`config.mk`:
```
export PLATFORM = sky130hd
export DESIGN_NAME = advert_record_parser
export DESIGN_NICKNAME = d
export VERILOG_FILES = /design/src/hdl/arp_pkg.sv /design/src/hdl/advert_record_parser.sv
export SDC_FILE = /design/constraint.sdc
export NUM_CORES = 1
export LEC_CHECK = 0
export ABC_AREA = 1
export BUFFER_PORTS_ARGS = -buffer_cell sky130_fd_sc_hd__buf_2
export CAP_MARGIN = 10
export CORE_MARGIN = 1
export CORE_UTILIZATION = 41
export CTS_CLUSTER_SIZE = 12
export DETAILED_ROUTE_END_ITERATION = 7
export GPL_TIMING_DRIVEN = 0
export SYNTH_ARGS = -nofsm -noshare
export SYNTH_HDL_FRONTEND = slang
export SYNTH_SLANG_ARGS = --single-unit
```
`constraint.sdc`:
```
create_clock -name i_clk -period 12.56 [get_ports i_clk]
set_input_delay 1.256 -clock i_clk [delete_from_list [all_inputs] [get_ports i_clk]]
set_output_delay 1.256 -clock i_clk [all_outputs]
set_load 0.005 [all_outputs]
```
`src/hdl/arp_pkg.sv`:
```
`timescale 1ns / 1ps
// ----------------------------------------------------------------------------
// arp_pkg: shared types and constants of the advertisement record parser
// Field layout of the summary, the queue entry, result kinds and phase codes.
// ----------------------------------------------------------------------------
package arp_pkg;

    localparam int unsigned HASH_BYTES  = 3;
    localparam int unsigned TOKEN_BYTES = 2;

    localparam int unsigned S_TDATA_W = 8;
    localparam int unsigned M_TDATA_W = 104;
    localparam int unsigned M_TUSER_W = 2;

    typedef enum logic [1:0] {
        KIND_PAYLOAD   = 2'd0,
        KIND_COMPLETE  = 2'd1,
        KIND_TRUNCATED = 2'd2
    } t_kind;

    typedef enum logic [4:0] {
        PH_HEADER  = 5'b00001,
        PH_HASH    = 5'b00010,
        PH_LENGTH  = 5'b00100,
        PH_PAYLOAD = 5'b01000,
        PH_TAIL    = 5'b10000
    } t_phase;

    // Progress through the bytes that follow the payload
    localparam logic [1:0] TAIL_NONE  = 2'd0;
    localparam logic [1:0] TAIL_TOKEN = 2'd1;
    localparam logic [1:0] TAIL_EXTRA = 2'd2;

    typedef struct packed {
        logic [7:0]  extra_value;
        logic        extra_present;
        logic [15:0] token_value;
        logic        token_present;
        logic [31:0] payload_length;
        logic [23:0] hash_value;
        logic        fast_flag;
        logic [2:0]  sock_ver;
        logic [2:0]  version;
    } t_summary;

    // One accepted byte produces at most a payload result and a summary
    typedef struct packed {
        logic       pay_vld;
        logic [7:0] pay_byte;
        logic       sum_vld;
        logic       sum_done;
        t_summary   sum;
    } t_entry;

endpackage

```
`src/hdl/advert_record_parser.sv`:
```
`timescale 1ns / 1ps
// ----------------------------------------------------------------------------
// advert_record_parser: streaming parser for advertisement records
// Takes one record byte per transaction, passes payload bytes out and ends
// each record with a summary result carrying the decoded header fields.
// ----------------------------------------------------------------------------
// The block accepts one byte every clock cycle while the result queue has
// room. Each byte is parsed combinationally into a two-entry result queue; a
// byte normally yields one result at most, but the final byte of a record
// inside the payload yields a payload result and then the summary, which
// leave the output one after the other. The queue absorbs that second result,
// so input only stalls when the byte right after such a byte also yields a
// result (a record of a single byte), or when the output side holds off.
// Each result is registered in the queue before it is shown at the output.
module advert_record_parser (
    input  logic                            i_clk,
    input  logic                            i_rst_n,
    input  logic                            s_axis_tvalid,
    output logic                            s_axis_tready,
    input  logic [arp_pkg::S_TDATA_W-1:0]   s_axis_tdata,  // [7:0] in_byte
    input  logic                            s_axis_tlast,  // end_of_record
    output logic                            m_axis_tvalid,
    input  logic                            m_axis_tready,
    // [7:0] payload_byte, [10:8] version, [13:11] sock_ver,
    // [14] fast_flag, [38:15] hash_value, [70:39] payload_length,
    // [71] token_present, [87:72] token_value, [88] extra_present,
    // [96:89] extra_value, [103:97] zero
    output logic [arp_pkg::M_TDATA_W-1:0]   m_axis_tdata,
    output logic [arp_pkg::M_TUSER_W-1:0]   m_axis_tuser,  // [1:0] kind
    output logic                            m_axis_tlast   // run_last
);
    import arp_pkg::*;

    // Parse state
    t_phase      r_phase,      n_phase;
    logic [31:0] r_byte_count, n_byte_count;
    logic [6:0]  r_hdr,        n_hdr;
    logic [23:0] r_hash,       n_hash;
    logic [31:0] r_len,        n_len;
    logic [15:0] r_token,      n_token;
    logic [7:0]  r_extra,      n_extra;
    logic [1:0]  r_tail_cnt,   n_tail_cnt;

    // Result queue
    t_entry      r_fifo [2];
    logic        r_wr_ptr;
    logic        r_rd_ptr;
    logic [1:0]  r_cnt;
    logic        r_sub;

    logic        s_accept;
    logic        s_last;
    logic [7:0]  s_byte;
    logic [31:0] s_inc;
    logic [31:0] s_new_len;
    logic        s_done;
    t_entry      s_entry;
    logic        s_push;
    t_entry      s_head;
    logic        s_show_pay;
    logic        s_last_res;
    logic        s_pop;

    assign s_byte   = s_axis_tdata[7:0];
    assign s_last   = s_axis_tlast;
    assign s_axis_tready = (r_cnt != 2'd2);
    assign s_accept = s_axis_tvalid && s_axis_tready;
    assign s_inc    = r_byte_count + 32'd1;
    assign s_new_len = {r_len[23:0], s_byte};

    always_comb begin
        n_phase      = r_phase;
        n_byte_count = r_byte_count;
        n_hdr        = r_hdr;
        n_hash       = r_hash;
        n_len        = r_len;
        n_token      = r_token;
        n_extra      = r_extra;
        n_tail_cnt   = r_tail_cnt;
        unique case (r_phase)
            PH_HEADER: begin
                n_byte_count = '0;
                n_hdr        = s_byte[7:1];
                n_hash       = '0;
                n_len        = '0;
                n_token      = '0;
                n_extra      = '0;
                n_tail_cnt   = TAIL_NONE;
                n_phase      = s_byte[1] ? PH_LENGTH : PH_HASH;
            end
            PH_HASH: begin
                n_hash       = {r_hash[15:0], s_byte};
                n_byte_count = s_inc;
                if (s_inc >= 32'(HASH_BYTES)) begin
                    n_byte_count = '0;
                    n_phase      = PH_LENGTH;
                end
            end
            PH_LENGTH: begin
                n_len        = s_new_len;
                n_byte_count = s_inc;
                if (s_inc >= (r_hdr[0] ? 32'd1 : 32'd4)) begin
                    n_byte_count = '0;
                    n_phase      = (s_new_len == 32'd0) ? PH_TAIL : PH_PAYLOAD;
                end
            end
            PH_PAYLOAD: begin
                n_byte_count = s_inc;
                if (s_inc >= r_len) begin
                    n_byte_count = '0;
                    n_phase      = PH_TAIL;
                end
            end
            PH_TAIL: begin
                if (r_tail_cnt == TAIL_NONE) begin
                    n_token      = {r_token[7:0], s_byte};
                    n_byte_count = s_inc;
                    if (s_inc >= 32'(TOKEN_BYTES)) begin
                        n_tail_cnt = TAIL_TOKEN;
                    end
                end else if (r_tail_cnt == TAIL_TOKEN) begin
                    n_extra    = s_byte;
                    n_tail_cnt = TAIL_EXTRA;
                end
            end
            default: begin
                n_phase      = PH_HEADER;
                n_byte_count = '0;
                n_hdr        = '0;
                n_hash       = '0;
                n_len        = '0;
                n_token      = '0;
                n_extra      = '0;
                n_tail_cnt   = TAIL_NONE;
            end
        endcase
    end

    // Build the queue entry from the updated state
    assign s_done = (n_phase == PH_TAIL);

    always_comb begin
        s_entry.pay_vld  = (r_phase == PH_PAYLOAD);
        s_entry.pay_byte = s_byte;
        s_entry.sum_vld  = s_last;
        s_entry.sum_done = s_done;
        s_entry.sum.version        = n_hdr[6:4];
        s_entry.sum.sock_ver       = n_hdr[3:1];
        s_entry.sum.fast_flag      = n_hdr[0];
        s_entry.sum.hash_value     = n_hash;
        s_entry.sum.payload_length = n_len;
        s_entry.sum.token_present  = s_done && (n_tail_cnt != TAIL_NONE);
        s_entry.sum.token_value    = s_entry.sum.token_present ? n_token : 16'd0;
        s_entry.sum.extra_present  = s_done && (n_tail_cnt == TAIL_EXTRA);
        s_entry.sum.extra_value    = s_entry.sum.extra_present ? n_extra : 8'd0;
    end

    assign s_push = s_accept && (s_entry.pay_vld || s_entry.sum_vld);

    always_ff @(posedge i_clk) begin
        if (!i_rst_n) begin
            r_phase      <= PH_HEADER;
            r_byte_count <= '0;
            r_hdr        <= '0;
            r_hash       <= '0;
            r_len        <= '0;
            r_token      <= '0;
            r_extra      <= '0;
            r_tail_cnt   <= TAIL_NONE;
        end else if (s_accept) begin
            if (s_last) begin
                // Record ends: drop everything and wait for the next header
                r_phase      <= PH_HEADER;
                r_byte_count <= '0;
                r_hdr        <= '0;
                r_hash       <= '0;
                r_len        <= '0;
                r_token      <= '0;
                r_extra      <= '0;
                r_tail_cnt   <= TAIL_NONE;
            end else begin
                r_phase      <= n_phase;
                r_byte_count <= n_byte_count;
                r_hdr        <= n_hdr;
                r_hash       <= n_hash;
                r_len        <= n_len;
                r_token      <= n_token;
                r_extra      <= n_extra;
                r_tail_cnt   <= n_tail_cnt;
            end
        end
    end

    // Output side: an entry gives its payload result first, then its summary
    assign s_head     = r_fifo[r_rd_ptr];
    assign s_show_pay = s_head.pay_vld && !r_sub;
    assign s_last_res = !s_show_pay || !s_head.sum_vld;
    assign m_axis_tvalid = (r_cnt != 2'd0);
    assign s_pop      = m_axis_tvalid && m_axis_tready && s_last_res;
    assign m_axis_tlast = s_last_res;

    always_comb begin
        if (s_show_pay) begin
            m_axis_tdata = {96'd0, s_head.pay_byte};
            m_axis_tuser = KIND_PAYLOAD;
        end else begin
            m_axis_tdata = {7'd0, s_head.sum, 8'd0};
            m_axis_tuser = s_head.sum_done ? KIND_COMPLETE : KIND_TRUNCATED;
        end
    end

    always_ff @(posedge i_clk) begin
        if (s_push) begin
            r_fifo[r_wr_ptr] <= s_entry;
        end
    end

    always_ff @(posedge i_clk) begin
        if (!i_rst_n) begin
            r_wr_ptr <= 1'b0;
            r_rd_ptr <= 1'b0;
            r_cnt    <= 2'd0;
            r_sub    <= 1'b0;
        end else begin
            if (s_push) begin
                r_wr_ptr <= !r_wr_ptr;
            end
            if (s_pop) begin
                r_rd_ptr <= !r_rd_ptr;
            end
            if (s_push && !s_pop) begin
                r_cnt <= r_cnt + 2'd1;
            end else if (s_pop && !s_push) begin
                r_cnt <= r_cnt - 2'd1;
            end
            // Hold the sub-index until the entry's last result has gone
            if (m_axis_tvalid && m_axis_tready) begin
                r_sub <= !s_last_res;
            end
        end
    end

endmodule
```
# ---- Yosys cells after proc, flatten, opt, wreduce, memory -nomap -nowiden
# Memories as Yosys holds them, arrays and structs flattened. A register that Yosys moved wholly into a read port is not among the register bits.
# Index checks and enable logic that the tools add are counted.
dict set report classes {
  n_eq_ne 10
  reduce_logical 29
  order_cmp 4
  muxes 43
  addsub 3
}
# cell n
set op_table {}
lappend op_table {{two-way mux 32 bit} 6}
lappend op_table {{one-hot mux 32 bit (4 select lines)} 1}
lappend op_table {{two-way mux 97 bit} 1}
lappend op_table {{>= comparator 32 x 2 -> 1 bit, second input constant} 2}
lappend op_table {{one-hot mux 32 bit (2 select lines)} 1}
lappend op_table {{two-way mux 16 bit} 3}
lappend op_table {{one-hot mux 24 bit (2 select lines)} 1}
lappend op_table {{adder 32 x 1 -> 32 bit, second input constant} 1}
lappend op_table {{>= comparator 32 x 3 -> 1 bit} 1}
lappend op_table {{>= comparator 32 bit} 1}
lappend op_table {{logical NOT 32 bit} 1}
lappend op_table {{two-way mux 8 bit} 4}
lappend op_table {{one-hot mux 16 bit (2 select lines)} 1}
lappend op_table {{two-way mux 5 bit} 5}
lappend op_table {{one-hot mux 5 bit (5 select lines)} 1}
lappend op_table {{two-way mux 24 bit} 1}
lappend op_table {{two-way mux 2 bit} 8}
lappend op_table {{one-hot mux 8 bit (2 select lines)} 1}
lappend op_table {{one-hot mux 7 bit (2 select lines)} 1}
lappend op_table {{equality test 5 bit, second input constant} 2}
lappend op_table {{logical AND 1 bit} 9}
lappend op_table {{OR reduction 3 bit} 3}
lappend op_table {{logical NOT 1 bit} 8}
lappend op_table {{two-way mux 7 bit} 1}
lappend op_table {{other kinds (18)} 25}
dict set report totals {
  reg_bits 131
  word_cells 102
  ramBits 200
  output_inout_bits 109
  input_bits 13
  memories 1
}
# memory depth width rd rd_ports_with_merged_regs write_ports line_no
set memory_table {}
lappend memory_table {r_fifo 2 100 1 1 1 advert_record_parser.sv:45} ;# t_entry r_fifo [2];

# ---- Logic depth before layout (Yosys ltp)
dict set report logic_depth {
  depth_word 8
  depth_mapped 24
  mapped_depth_nobuf 23
}

# ---- Least setup slack after synthesis
# Ideal clock, no wire load.
dict set report synth_timing {
  kind {input -> register}
  start {input s_axis_tvalid}
  end {memory r_fifo[1][0] (netlist bit) (enable)}
  setup_ns 0.561
  n_path_buf 0
  t_arrival_ns 5.852
  path_slack_ns 6.148
  path_stages 4
  required_ns 11.999
  cell_sequence {nand2_1 -> a21oi_1 -> inv_1 -> nor2_1}
}
dict set report synth_between {
  elab_chain_cells 4
}
# item line_no
set synth_rtl {}
lappend synth_rtl {{start, declared} advert_record_parser.sv:18} ;# input logic s_axis_tvalid,
lappend synth_rtl {{logical AND 1 bit} advert_record_parser.sv:67} ;# assign s_accept = s_axis_tvalid && s_axis_tready;
lappend synth_rtl {{logical AND 1 bit} advert_record_parser.sv:158} ;# assign s_push = s_accept && (s_entry.pay_vld || s_entry.sum_vld);
lappend synth_rtl {{net s_push} advert_record_parser.sv:58} ;# logic s_push;
lappend synth_rtl {{two-way mux 1 bit} advert_record_parser.sv:213} ;# if (s_push) begin
lappend synth_rtl {{two-way mux 1 bit (not written as such)} advert_record_parser.sv:214} ;# r_fifo[r_wr_ptr] <= s_entry;
lappend synth_rtl {{end, declared} advert_record_parser.sv:45}
# The timed path passes the listed nets, and every way through them passes these cells.

==> impl_table.tex <==
\begin{tabular}{lr}
\hline
Metric & Value \\
\hline
\multicolumn{2}{l}{\textbf{Floorplan}} \\
Core box area & 0.0400 mm² \\
Floorplan die area & about 0.042 mm² \\
Starting utilization of the core area & around two fifths \\
Die X-Extent & 204 µm \\
Row count & 73 \\
Boundary Pins & between 100 and 150 \\
Vertical extent of the die & between 200 and 250 µm \\
\multicolumn{2}{l}{\textbf{Routing}} \\
Vias after detailed routing & 14440 \\
Vias per std cell & between 5 and 6 \\
Pre-antenna DRT Iters & 5 \\
Total detailed-routing wirelength & 48400 µm \\
Post-route ant nets & 0 \\
Final routed DRC violation total & 0 \\
Routed length per instance & 17.0 µm \\
Iteration-0 DRC Markers & roughly 880 \\
\multicolumn{2}{l}{\textbf{Logic synthesis}} \\
Area of the mapped netlist & 0.0167 mm² \\
Distinct cells, synth & 40 \\
Gate count after technology mapping & 2133 \\
Warning count from the yosys run & 0 \\
Sequential-to-total area share from yosys stat & 51.7\% \\
EDFF count, synth & 200 \\
Async set or reset register ratio after synthesis & 0\% \\
Avg Inst Size Synth & 7.84 µm² \\
Primary FF master, synth & sky130\_fd\_sc\_hd\_\_edfxtp\_1 \\
Register bit total from synthesis & 332 \\
\multicolumn{2}{l}{\textbf{Placed design}} \\
Final weighted congestion of routability-driven global placement & 0.919 \\
Post-detailed-placement half-perimeter wirelength & 35500 µm \\
Cell Area, Placed & 0.0181 mm² \\
Port Buffers & around 110 \\
\multicolumn{2}{l}{\textbf{Finish}} \\
Number of nets in the final layout & about 2400 \\
Fraction of final layout cells with drive strength greater than 1 & between 10\% and 20\% \\
Final standard cell area without fillers & 0.0194 mm² \\
\# diodes & 0 \\
Layout Area Growth over Synthesis & 16.3\% \\
\multicolumn{2}{l}{\textbf{Run}} \\
\# Max-Cap Violations & 0 \\
\multicolumn{2}{l}{\textbf{Timing}} \\
Number of failing hold endpoints at the final stage & 0 \\
Clock skew after layout & 0.0226 ns \\
Peak clock frequency supported by timing & roughly 200 MHz \\
TNS Setup & 0 ns \\
Pin slew with the least headroom to its limit & 1.05 ns \\
Count of final max-slew check failures & 0 \\
Number of setup violations in the final report & 0 \\
Portion of the clock cycle consumed by the worst path in the final layout & 39.7\% \\
Min Clock Period, post-route & around 5.0 ns \\
Setup repair after global routing missed its margin & no \\
Max\_slew headroom & 30.1\% \\
\multicolumn{2}{l}{\textbf{Pwr}} \\
Switching power & 876 µW \\
Clock Power Share & 39.1\% \\
Worst IR Drop VDD & 0.0000721 V \\
LEAKAGE & around 0.0084 µW \\
Ratio of total power to cell area & 154 mW/mm² \\
Relative contribution of combinational cells to total power & 20.1\% \\
Internal cell power & 2120 µW \\
Fraction of power spent switching nets & 29.3\% \\
Part of the total power dissipated in sequential elements & approximately 40\% \\
\multicolumn{2}{l}{\textbf{Clock tree}} \\
\# clock sinks & 332 \\
Later-pin clock latency in the skew report & 0.56 ns \\
Number of buffers created by CTS & 39 \\
Postcts setup bufs & 0 \\
Worst-case clock buffer depth & 3 \\
Clock-pin slew on the worst setup and hold paths & 0.06 ns \\
\# resized after CTS & 0 \\
Number of hold buffers added after cts & 0 \\
TritonCTS clock tree & yes \\
Clock Root Buffer & sky130\_fd\_sc\_hd\_\_clkbuf\_16 \\
Deepest level of the CTS H-tree & 2 \\
\multicolumn{2}{l}{\textbf{Global routing}} \\
Overall track demand over capacity in global routing & between 20\% and 30\% \\
Antenna violations before repair & 0 \\
Largest net degree at the start of global routing & 32 \\
Wire length of the first global-routing pass & approximately 75000 µm \\
Number of global-route vias before repair & between 10000 and 15000 \\
Grt ovf & 0 \\
\multicolumn{2}{l}{\textbf{Setup path}} \\
Classification of the worst setup path & reg -> out \\
Crit-path max FO & 10 \\
Reg-to-reg critical path startpoint & r\_byte\_count[0]\$\_SDFFE\_PN0P\_ \\
Setup crit end kind & output pin \\
Launching element type of the critical path & flip-flop \\
Data required time at the worst endpoint & 11.30 ns \\
Worst Path Arrival & 3.73 ns \\
\multicolumn{2}{l}{\textbf{Outcome}} \\
Run status & complete, no violations \\
\multicolumn{2}{l}{\textbf{Min path}} \\
Min-delay worst type & reg -> reg \\
Worst Hold Launch & r\_rd\_ptr\$\_SDFFE\_PN0P\_ \\
\hline
\end{tabular}
## registers in the layout, indices dropped and copies added (netlist names), named ones only
signal / cells
r_fifo: 200
r_byte_count: 32
r_len: 32
r_hash: 24
r_token: 16
r_extra: 8
r_hdr: 7
r_phase: 5
r_cnt: 2
r_tail_cnt: 2
r_rd_ptr: 1
r_sub: 1
r_wr_ptr: 1
## cell type report
| type | count | area (µm²) |
|---|---|---|
| Sequential cell | 332 | 8650 |
| Timing Repair Buffer | 120 | 691 |
| Clock buffer | 56 | 1160 |
| Fill cell | 3927 | 20600 |
| Multi-Input combinational cell | 1421 | 6610 |
| Buffer | 103 | 430 |
| Inverter | 283 | 1060 |
| Clock inverter | 13 | 170 |
| Tap cell | 525 | 657 |
## kinds of logic (layout without fill, tap and decap cells)
group	Yosys count	after routing	share of synthesized area (%)
xor+xnor	8	8	0.464
compound gates	290	290	9.48
flops	332	332	51.7
simple gates	1078	1078	26.5
fa+ha+maj	38	38	2.84
buf+inv	386	575	8.93
other cells	1	7	0.0224
## power by group through the flow
stage | combinational [µW] | sequential (µW) | clock [µW]
6_report | 602 | 1220 | 1170
5_1_grt | 679 | 1230 | 1220
4_1_cts | 610 | 1220 | 1190
3_5_place_dp | 607 | 1240 | 0
3_3_place_gp | 594 | 1260 | 0
2_1_floorplan | 340 | 1250 | 0
## per-layer routing
| metal | GRT usage, % | share of wire [%] |
|---|---|---|
| met1 | 31.5 | 45 |
| met2 | 38.1 | 46 |
| met3 | 2.90 | 5.3 |
| met4 | 9.59 | 3.3 |
| met5 | 0 | 0 |
## synthesized netlist by cell type (2+ instances only)
library cell | count | area (µm²)
sky130_fd_sc_hd__buf_1 | 13 | 48.8
sky130_fd_sc_hd__xor2_1 | 5 | 43.8
sky130_fd_sc_hd__nand3_1 | 97 | 485
sky130_fd_sc_hd__nand2_1 | 801 | 3010
sky130_fd_sc_hd__dfxtp_1 | 132 | 2640
sky130_fd_sc_hd__xnor2_1 | 2 | 17.5
sky130_fd_sc_hd__o22ai_1 | 57 | 357
sky130_fd_sc_hd__inv_1 | 275 | 1030
sky130_fd_sc_hd__o21ai_0 | 49 | 245
sky130_fd_sc_hd__buf_4 | 7 | 52.6
sky130_fd_sc_hd__o21bai_1 | 3 | 22.5
sky130_fd_sc_hd__a22oi_1 | 20 | 150
sky130_fd_sc_hd__nor2_1 | 109 | 409
sky130_fd_sc_hd__a21oi_1 | 158 | 791
sky130_fd_sc_hd__nand3b_1 | 3 | 22.5
sky130_fd_sc_hd__clkbuf_1 | 81 | 304
sky130_fd_sc_hd__nor2_4 | 7 | 78.8
sky130_fd_sc_hd__nand2_2 | 8 | 50.1
sky130_fd_sc_hd__nand4_1 | 11 | 68.8
sky130_fd_sc_hd__edfxtp_1 | 200 | 6010
sky130_fd_sc_hd__inv_2 | 7 | 26.3
sky130_fd_sc_hd__nor3_1 | 9 | 45.0
sky130_fd_sc_hd__ha_1 | 38 | 475
sky130_fd_sc_hd__nor4_1 | 9 | 56.3
sky130_fd_sc_hd__nand2_4 | 4 | 45.0
sky130_fd_sc_hd__nor2_2 | 14 | 87.6
## cells in the final DEF, fill, tap and decap left out, types with 20 or more instances in the layout
| cell | count |
|---|---|
| sky130_fd_sc_hd__dfxtp_1 | 132 |
| sky130_fd_sc_hd__a22oi_1 | 20 |
| sky130_fd_sc_hd__a21oi_1 | 158 |
| sky130_fd_sc_hd__ha_1 | 38 |
| sky130_fd_sc_hd__clkbuf_16 | 43 |
| sky130_fd_sc_hd__o21ai_0 | 49 |
| sky130_fd_sc_hd__inv_1 | 275 |
| sky130_fd_sc_hd__nand3_1 | 97 |
| sky130_fd_sc_hd__nand2_1 | 801 |
| sky130_fd_sc_hd__o22ai_1 | 57 |
| sky130_fd_sc_hd__edfxtp_1 | 200 |
| sky130_fd_sc_hd__nor2_1 | 107 |
| sky130_fd_sc_hd__buf_2 | 115 |
| sky130_fd_sc_hd__clkbuf_1 | 90 |
## path summary, 6_finish.rpt
| kind | end | slack [ns] | cells past startpoint |
|---|---|---|---|
| setup / recovery | m_axis_tdata[72] | 7.57 | 9 |
| hold / removal | flip-flop | 0.45 | 1 |
| setup reg to reg | r_byte_count[15]$_SDFFE_PN0P_ | 8.52 | 21 |
| hold reg to reg | flip-flop | 0.45 | 1 |
## worst max-delay path, cell delays in order, from the launching register on
cell	delay [ns]
sky130_fd_sc_hd__dfxtp_1	0.34
sky130_fd_sc_hd__clkbuf_1	0.79
sky130_fd_sc_hd__nor2_1	0.09
sky130_fd_sc_hd__nor3_1	0.62
sky130_fd_sc_hd__inv_2	0.39
sky130_fd_sc_hd__clkbuf_1	0.37
sky130_fd_sc_hd__buf_1	0.30
sky130_fd_sc_hd__nand2_1	0.12
sky130_fd_sc_hd__inv_1	0.04
sky130_fd_sc_hd__buf_2	0.12
## per-stage QoR
| step | utilization, % | total power (µW) | cells | hold WS [ns] | setup WS [ns] |
|---|---|---|---|---|---|
| floorplan | - | 1590 | 2139 | 0.425 | 6.15 |
| global placement | 44.9 | 1850 | 2778 | 0.434 | 2.72 |
| detailed placement | 45.2 | 1850 | 2784 | 0.442 | 8.22 |
| CTS | 48.6 | 3020 | 2853 | 0.451 | 7.63 |
| global route | 48.6 | 3130 | 2853 | 0.468 | 7.42 |
| finish | 48.6 | 2990 | 2853 | 0.450 | 7.57 |
Power figures use the tool's default switching activity.
